## config.mk

```make
export PLATFORM = sky130hd
export DESIGN_NAME = ffa_ctrl
export DESIGN_NICKNAME = d
export VERILOG_FILES = /design/src/rtl/ffa_pkg.sv /design/src/rtl/ffa_ctrl.sv
export SDC_FILE = /design/constraint.sdc
export NUM_CORES = 1
export LEC_CHECK = 0
export ABC_AREA = 1
export BUFFER_PORTS_ARGS = -buffer_cell sky130_fd_sc_hd__clkbuf_2
export CORE_ASPECT_RATIO = 1.2
export CORE_UTILIZATION = 25
export CTS_BUF_LIST = sky130_fd_sc_hd__clkbuf_4 sky130_fd_sc_hd__clkbuf_8
export CTS_CLUSTER_DIAMETER = 200
export DETAILED_ROUTE_END_ITERATION = 12
export PLACE_DENSITY = 0.43
export SLEW_MARGIN = 40
export SYNTH_ARGS = -nofsm -noshare
export SYNTH_HDL_FRONTEND = slang
export SYNTH_SLANG_ARGS = --single-unit
export TNS_END_PERCENT = 5
```

## constraint.sdc

```tcl
create_clock -name clk_i -period 1.43 [get_ports clk_i]
set_input_delay 0.2145 -clock clk_i [delete_from_list [all_inputs] [get_ports clk_i]]
set_output_delay 0.2145 -clock clk_i [all_outputs]
set_load 0.03 [all_outputs]
```

## src/rtl/ffa_pkg.sv

```systemverilog
// ----------------------------------------------------------------------------
// ffa_pkg
// Shared widths, codes and control types of the first-fit free-list allocator.
// ----------------------------------------------------------------------------
package ffa_pkg;

  localparam int HEAP_UNITS = 4096;
  localparam int UNIT_BYTES = 16;
  localparam int UNIT_SHIFT = $clog2(UNIT_BYTES);
  localparam int ADDR_W     = $clog2(HEAP_UNITS);
  localparam int SIZE_W     = 13;
  localparam int WALK_LIMIT = HEAP_UNITS + 2;
  localparam int CNT_W      = $clog2(WALK_LIMIT);
  localparam int REQ_W      = 16;

  typedef enum logic [1:0] {
    ACT_ALLOC  = 2'd0,
    ACT_FREE   = 2'd1,
    ACT_DONATE = 2'd2,
    ACT_NONE   = 2'd3
  } act_e;

  typedef enum logic [2:0] {
    ST_OK      = 3'd0,
    ST_INVALID = 3'd1,
    ST_NOMEM   = 3'd2,
    ST_NULL    = 3'd3,
    ST_ZERO    = 3'd4,
    ST_SMALL   = 3'd5
  } st_e;

  typedef enum logic [3:0] {
    OP_NONE,
    OP_START,
    OP_SETST,
    OP_RD_P,
    OP_RD_BP,
    OP_RD_NX,
    OP_A_FIRST,
    OP_A_STEP,
    OP_A_CUT2,
    OP_F_CHK,
    OP_D_WR,
    OP_I_STEP,
    OP_I_UP,
    OP_I_LO
  } dp_op_e;

  typedef struct packed {
    dp_op_e op;
    st_e    st;
  } cmd_t;

  typedef struct packed {
    act_e act;
    logic req_zero;
    logic addr_zero;
    logic dsmall;
    logic hit;
    logic exact;
    logic a_stop;
    logic size_zero;
    logic found;
    logic last;
  } flags_t;

endpackage

```

## src/rtl/ffa_ctrl.sv

```systemverilog
// ----------------------------------------------------------------------------
// ffa_ctrl
// Request sequencer: steps the datapath through allocate, free and donate.
// ----------------------------------------------------------------------------
module ffa_ctrl (
  input  logic            clk_i,
  input  logic            rst_ni,
  input  logic            in_valid_i,
  output logic            in_stall_o,
  output logic            out_valid_o,
  input  logic            out_stall_i,
  input  ffa_pkg::flags_t flags_i,
  output ffa_pkg::cmd_t   cmd_o
);
  import ffa_pkg::*;

  typedef enum logic [3:0] {
    S_IDLE, S_DECIDE, S_A_FIRST, S_A_RD, S_A_STEP, S_A_CUT2, S_F_CHK,
    S_I_RD, S_I_STEP, S_I_RDNX, S_I_UP, S_I_LO, S_DONE
  } state_e;

  state_e state_q, state_d;

  always_comb begin
    state_d  = state_q;
    cmd_o.op = OP_NONE;
    cmd_o.st = ST_OK;
    case (state_q)
      S_IDLE: begin
        if (in_valid_i) begin
          cmd_o.op = OP_START;
          state_d  = S_DECIDE;
        end
      end
      S_DECIDE: begin
        state_d = S_DONE;
        case (flags_i.act)
          ACT_ALLOC: begin
            if (flags_i.req_zero) begin
              cmd_o.op = OP_SETST;
              cmd_o.st = ST_INVALID;
            end else begin
              cmd_o.op = OP_RD_P;
              state_d  = S_A_FIRST;
            end
          end
          ACT_FREE: begin
            if (flags_i.addr_zero) begin
              cmd_o.op = OP_SETST;
              cmd_o.st = ST_NULL;
            end else begin
              cmd_o.op = OP_RD_BP;
              state_d  = S_F_CHK;
            end
          end
          ACT_DONATE: begin
            if (flags_i.addr_zero) begin
              cmd_o.op = OP_SETST;
              cmd_o.st = ST_NULL;
            end else if (flags_i.dsmall) begin
              cmd_o.op = OP_SETST;
              cmd_o.st = ST_SMALL;
            end else begin
              cmd_o.op = OP_D_WR;
              state_d  = S_I_RD;
            end
          end
          default: ;
        endcase
      end
      S_A_FIRST: begin
        cmd_o.op = OP_A_FIRST;
        state_d  = S_A_RD;
      end
      S_A_RD: begin
        cmd_o.op = OP_RD_P;
        state_d  = S_A_STEP;
      end
      S_A_STEP: begin
        cmd_o.op = OP_A_STEP;
        if (flags_i.hit) begin
          state_d = flags_i.exact ? S_DONE : S_A_CUT2;
        end else begin
          state_d = flags_i.a_stop ? S_DONE : S_A_RD;
        end
      end
      S_A_CUT2: begin
        cmd_o.op = OP_A_CUT2;
        state_d  = S_DONE;
      end
      S_F_CHK: begin
        cmd_o.op = OP_F_CHK;
        state_d  = flags_i.size_zero ? S_DONE : S_I_RD;
      end
      S_I_RD: begin
        cmd_o.op = OP_RD_P;
        state_d  = S_I_STEP;
      end
      S_I_STEP: begin
        cmd_o.op = OP_I_STEP;
        if (flags_i.found) begin
          state_d = S_I_RDNX;
        end else begin
          // a corrupt list that never closes is dropped quietly
          state_d = flags_i.last ? S_DONE : S_I_RD;
        end
      end
      S_I_RDNX: begin
        cmd_o.op = OP_RD_NX;
        state_d  = S_I_UP;
      end
      S_I_UP: begin
        cmd_o.op = OP_I_UP;
        state_d  = S_I_LO;
      end
      S_I_LO: begin
        cmd_o.op = OP_I_LO;
        state_d  = S_DONE;
      end
      S_DONE: begin
        if (!out_stall_i) begin
          state_d = S_IDLE;
        end
      end
      default: state_d = S_IDLE;
    endcase
  end

  always_ff @(posedge clk_i or negedge rst_ni) begin
    if (!rst_ni) begin
      state_q <= S_IDLE;
    end else begin
      state_q <= state_d;
    end
  end

  assign in_stall_o  = (state_q != S_IDLE);
  assign out_valid_o = (state_q == S_DONE);

  a_busy_while_out: assert property (@(posedge clk_i) disable iff (!rst_ni)
    out_valid_o |-> in_stall_o)
    else $error("result word shown while a new word could be taken");

  a_accept_busy: assert property (@(posedge clk_i) disable iff (!rst_ni)
    (in_valid_i && !in_stall_o) |=> (in_stall_o && !out_valid_o))
    else $error("accepted word did not start a request");

  a_result_taken: assert property (@(posedge clk_i) disable iff (!rst_ni)
    (out_valid_o && !out_stall_i) |=> !out_valid_o)
    else $error("result word repeated after it was taken");

endmodule

```

* Word level (Yosys, flattened, before mapping) *
Index checks and enable logic that the tools add are counted.

storage, ports and cells
  register bits = 4
  input bits = 15
  output and inout bits = 9
  word-level logic and storage cells = 48

operators by class
  equality and inequality tests = 16
  multiplexer cells = 25
  reductions and logical operators = 6

operators by type and width
  kind                                            count
  2-to-1 mux 4 bit                                13
  one-hot mux 4 bit (12 select lines)             1
  one-hot mux 4 bit (11 select lines)             1
  one-hot mux 7 bit (3 select lines)              1
  == test 4 bit (second input constant)           5
  == test 4 x 3 -> 1 bit (second input constant)  4
  one-hot mux 4 bit (3 select lines)              1
  2-to-1 mux 3 bit                                3
  == test 4 x 2 -> 1 bit (second input constant)  2
  2-to-1 mux 7 bit                                1
  == test 4 x 1 -> 1 bit (second input constant)  1
  zero test 4 bit                                 1
  != test 2 bit (second input constant)           2
  nonzero test 4 bit                              1
  OR reduction 2 bit                              2
  2-to-1 mux 1 bit                                3
  == test 2 x 1 -> 1 bit (second input constant)  1
  == test 2 bit (second input constant)           1
  zero test 2 bit                                 1
  2-to-1 mux 2 bit                                1
  AND reduction 2 bit                             1

* Depth between registers and ports, before layout *
  depth after elaboration = 4
  mapped depth = 8
  gate-level depth less buffers = 8

* Worst setup path before layout *
Ideal clock, no wire load.

  kind = register -> output
  start = register state_q[1]
  end = output cmd_o[3] in the netlist's numbering
  arrival = 1.306 ns
  data required time = 1.216 ns
  setup slack = -0.090 ns
  stages on the path, launching flop included = 6
  path buffers = 0
  cells stage by stage = dfrtp_1 > inv_2 > nand2_4 > nor2_4 > nand2_4 > o211ai_1

RTL lines
  what                      RTL line         source
  start: declaration        ffa_ctrl.sv:22   state_e state_q, state_d;
  start signal: assignment  ffa_ctrl.sv:133  state_q <= state_d;
  end: declaration          ffa_ctrl.sv:13   output ffa_pkg::cmd_t cmd_o

==> flow_summary.json <==
{
  "cp.required_ns": 1.22,
  "grt_pass1_vias": 880,
  "ir_drop_v": 0.000855,
  "yosys_warnings": 0,
  "fp-row-count": 20,
  "worstMarginPinSlew_ns": 0.338,
  "crit_top_cell": "nor2_1",
  "ys_types": 19,
  "p_per_area_nw_per_um2": 1950,
  "n_antenna_cell": 0,
  "fin_crit_ns": 1.63,
  "via_count": 926,
  "worstPathMaxFanout": 5,
  "htree_levels": 1,
  "finalCritPeriodShare": 1.14,
  "cts.sinks": 4,
  "dieWidth_um": 50.2,
  "layout_commonest_cell": "nand2_1",
  "fin_skew_ns": 0.00445,
  "drc": 0,
  "path_class": "reg2out",
  "grt_pass1_wl_mm": 3.57,
  "slew_headroom": 0.772,
  "drtIter0Drc": 12,
  "critical_path.slowest_cell": "dfrtp_2",
  "rsz0062_at_grt": "true",
  "syn_avg_cell_area_um2": 5.39,
  "die_h_um": 59.8,
  "top_register": "state_q",
  "fillers": 291,
  "numPortBuffers": 23,
  "track_usage": 0.156,
  "outcome": "complete, but fails checks",
  "cp.buffers_inverters": 2,
  "area_growth_pct": 66.7,
  "drive_gt1_frac": 0.399,
  "firstDrtPassIters": 4,
  "critPathMaxStageDelay_ns": 0.45,
  "gp_congestion": 0.820,
  "cts_tree": "done",
  "syn-num-nets": 149,
  "slew_viol_final": 0,
  "grt_overflow_total": 0,
  "wl_per_cell_um": 10.4,
  "clock_latency_ns": 0.24,
  "cts_root_buf": "clkbuf_4",
  "register_area_um2": 101,
  "dpl.hpwl_mm": 1.82,
  "postRouteAntennaNets": 0,
  "setup_tns_ns": -1.20,
  "final_area_um2": 1160,
  "reg_top3": "state_q x4",
  "clk_path_buf_depth": 2,
  "initial_core_util": 0.270,
  "post_dp_cell_area_um2": 1000,
  "wl_mm": 2.19,
  "path_clk_slew_ns": 0.04,
  "fmaxAchievable_mhz": 615,
  "boundaryPins": 24,
  "cts_buffers": 3,
  "cp.arrival_ns": 1.41,
  "ys_seq_elements": 4,
  "vias_per_cell": 4.39,
  "multiInputGateArea_um2": 549,
  "grt_max_degree": 8,
  "cp_cell_sequence": "buf_4 > nand2_1 > nor2_1 > nor2_1 > nand3_1 > clkbuf_8",
  "fin_nets": 200,
  "post-place-ws_ns": -0.0541,
  "final_cell_mix": "nand2_1, buf_4, inv_1",
  "hold_violations": 0,
  "timing.final.ws_setup_ns": -0.197,
  "holdCritPathClass": "in2reg",
  "antenna_found_initial": 0,
  "synthCells": 129,
  "maxCapViolCount": 0,
  "worst_setup_path_end_kind": "output pin",
  "utilization": 0.450,
  "fp.coreArea_um2": 2580,
  "cp-start-kind": "register",
  "largest_reg_flops": 4,
  "crit_family": "flip-flops",
  "synth_area_um2": 696,
  "violations": "negative setup slack",
  "p_leak_nw": 0.682,
  "finalSetupViolCount": 9,
  "dieArea_um2": 3000,
  "seq_area_frac_synth": 0.144
}
==> routing by layer <==
metal / global-route usage / share of wire
met2: 0.288 / 0.50
met1: 0.169 / 0.43
met3: 0.0534 / 0.048
met4: 0.0408 / 0.019
met5: 0 / 0
==> cell usage after synthesis, drive strengths merged <==
master  count  area, um2
o211ai      2       15.0
nor2       17       73.8
dfrtp       4        100
nand3      15       75.1
nand2      47        191
nor3        2       15.0
inv        23       86.3
o22ai       1       6.26
o21ai       7       35.0
buf         1       7.51
ha          5       62.6
nand4       1       6.26
or2         1       6.26
a21oi       3       15.0
==> worst paths after layout <==
| kind | slack (ns) | startpoint | depth (start not counted) | endpoint |
|---|---|---|---|---|
| min in group asynchronous | 0.31 | rst_ni | 2 | state_q[3] |
| hold reg to reg | 0.76 | state_q[2] | 4 | state_q[2] |
| setup / recovery | -0.20 | state_q[0] | 6 | cmd_o[4] |
| setup reg to reg | 0.06 | state_q[0] | 8 | state_q[2] |
| hold / removal | 0.27 | out_stall_i | 3 | state_q[2] |
| max in group asynchronous | 0.98 | rst_ni | 2 | state_q[0] |
==> cells by family after synthesis <==
group           after synthesis  share of synthesized area
simple gates                 83                      0.529
buf+inv                      24                      0.135
compound gates               13                      0.103
fa+ha+maj                     5                     0.0899
flops                         4                      0.144
==> through the flow <==
| step | power (mW) | hold WS, ns | std cells |
|---|---|---|---|
| after floorplan | 1.19 | -0.0811 | 129 |
| after global placement | 1.85 | 0.0218 | 205 |
| after detailed placement | 1.83 | 0.0254 | 205 |
| after CTS | 2.12 | 0.266 | 209 |
| after global routing | 2.45 | 0.295 | 211 |
| final | 2.26 | 0.272 | 211 |
==> what timing repair did <==
item                                    CTS  global route
hold endpoints to repair                  4             0
hold buffers                              1             0
resized for setup                        18            20
endpoints found under the setup margin    9            12
pin swaps                                 3             2
setup buffers                             0             2
==> final cells by class <==
type,instances,area share
inverters,23,0.0744
flip-flops and latches,4,0.0874
well taps,33,0.0356
repair buffers,47,0.310
clock buffers,3,0.0194
multi-input cells,101,0.474
==> worst reg2reg max path: stages (launching register included) <==
cell	delay, ns
dfrtp_2	0.45
buf_4	0.17
nand2_1	0.09
buf_4	0.11
inv_1	0.04
nand2_1	0.07
nand2_1	0.06
nor2_1	0.16
nand3_1	0.10
==> where the power goes <==
| group | total [mW] | leakage, nW | internal (mW) | switching [mW] |
|---|---|---|---|---|
| clock | 0.141 | 0.0138 | 0.0940 | 0.0472 |
| sequential | 0.228 | 0.0491 | 0.173 | 0.0546 |
| combinational | 1.89 | 0.619 | 0.816 | 1.07 |
| total | 2.26 | 0.682 | 1.08 | 1.18 |
No activity file was read; power rests on OpenSTA's default activity.
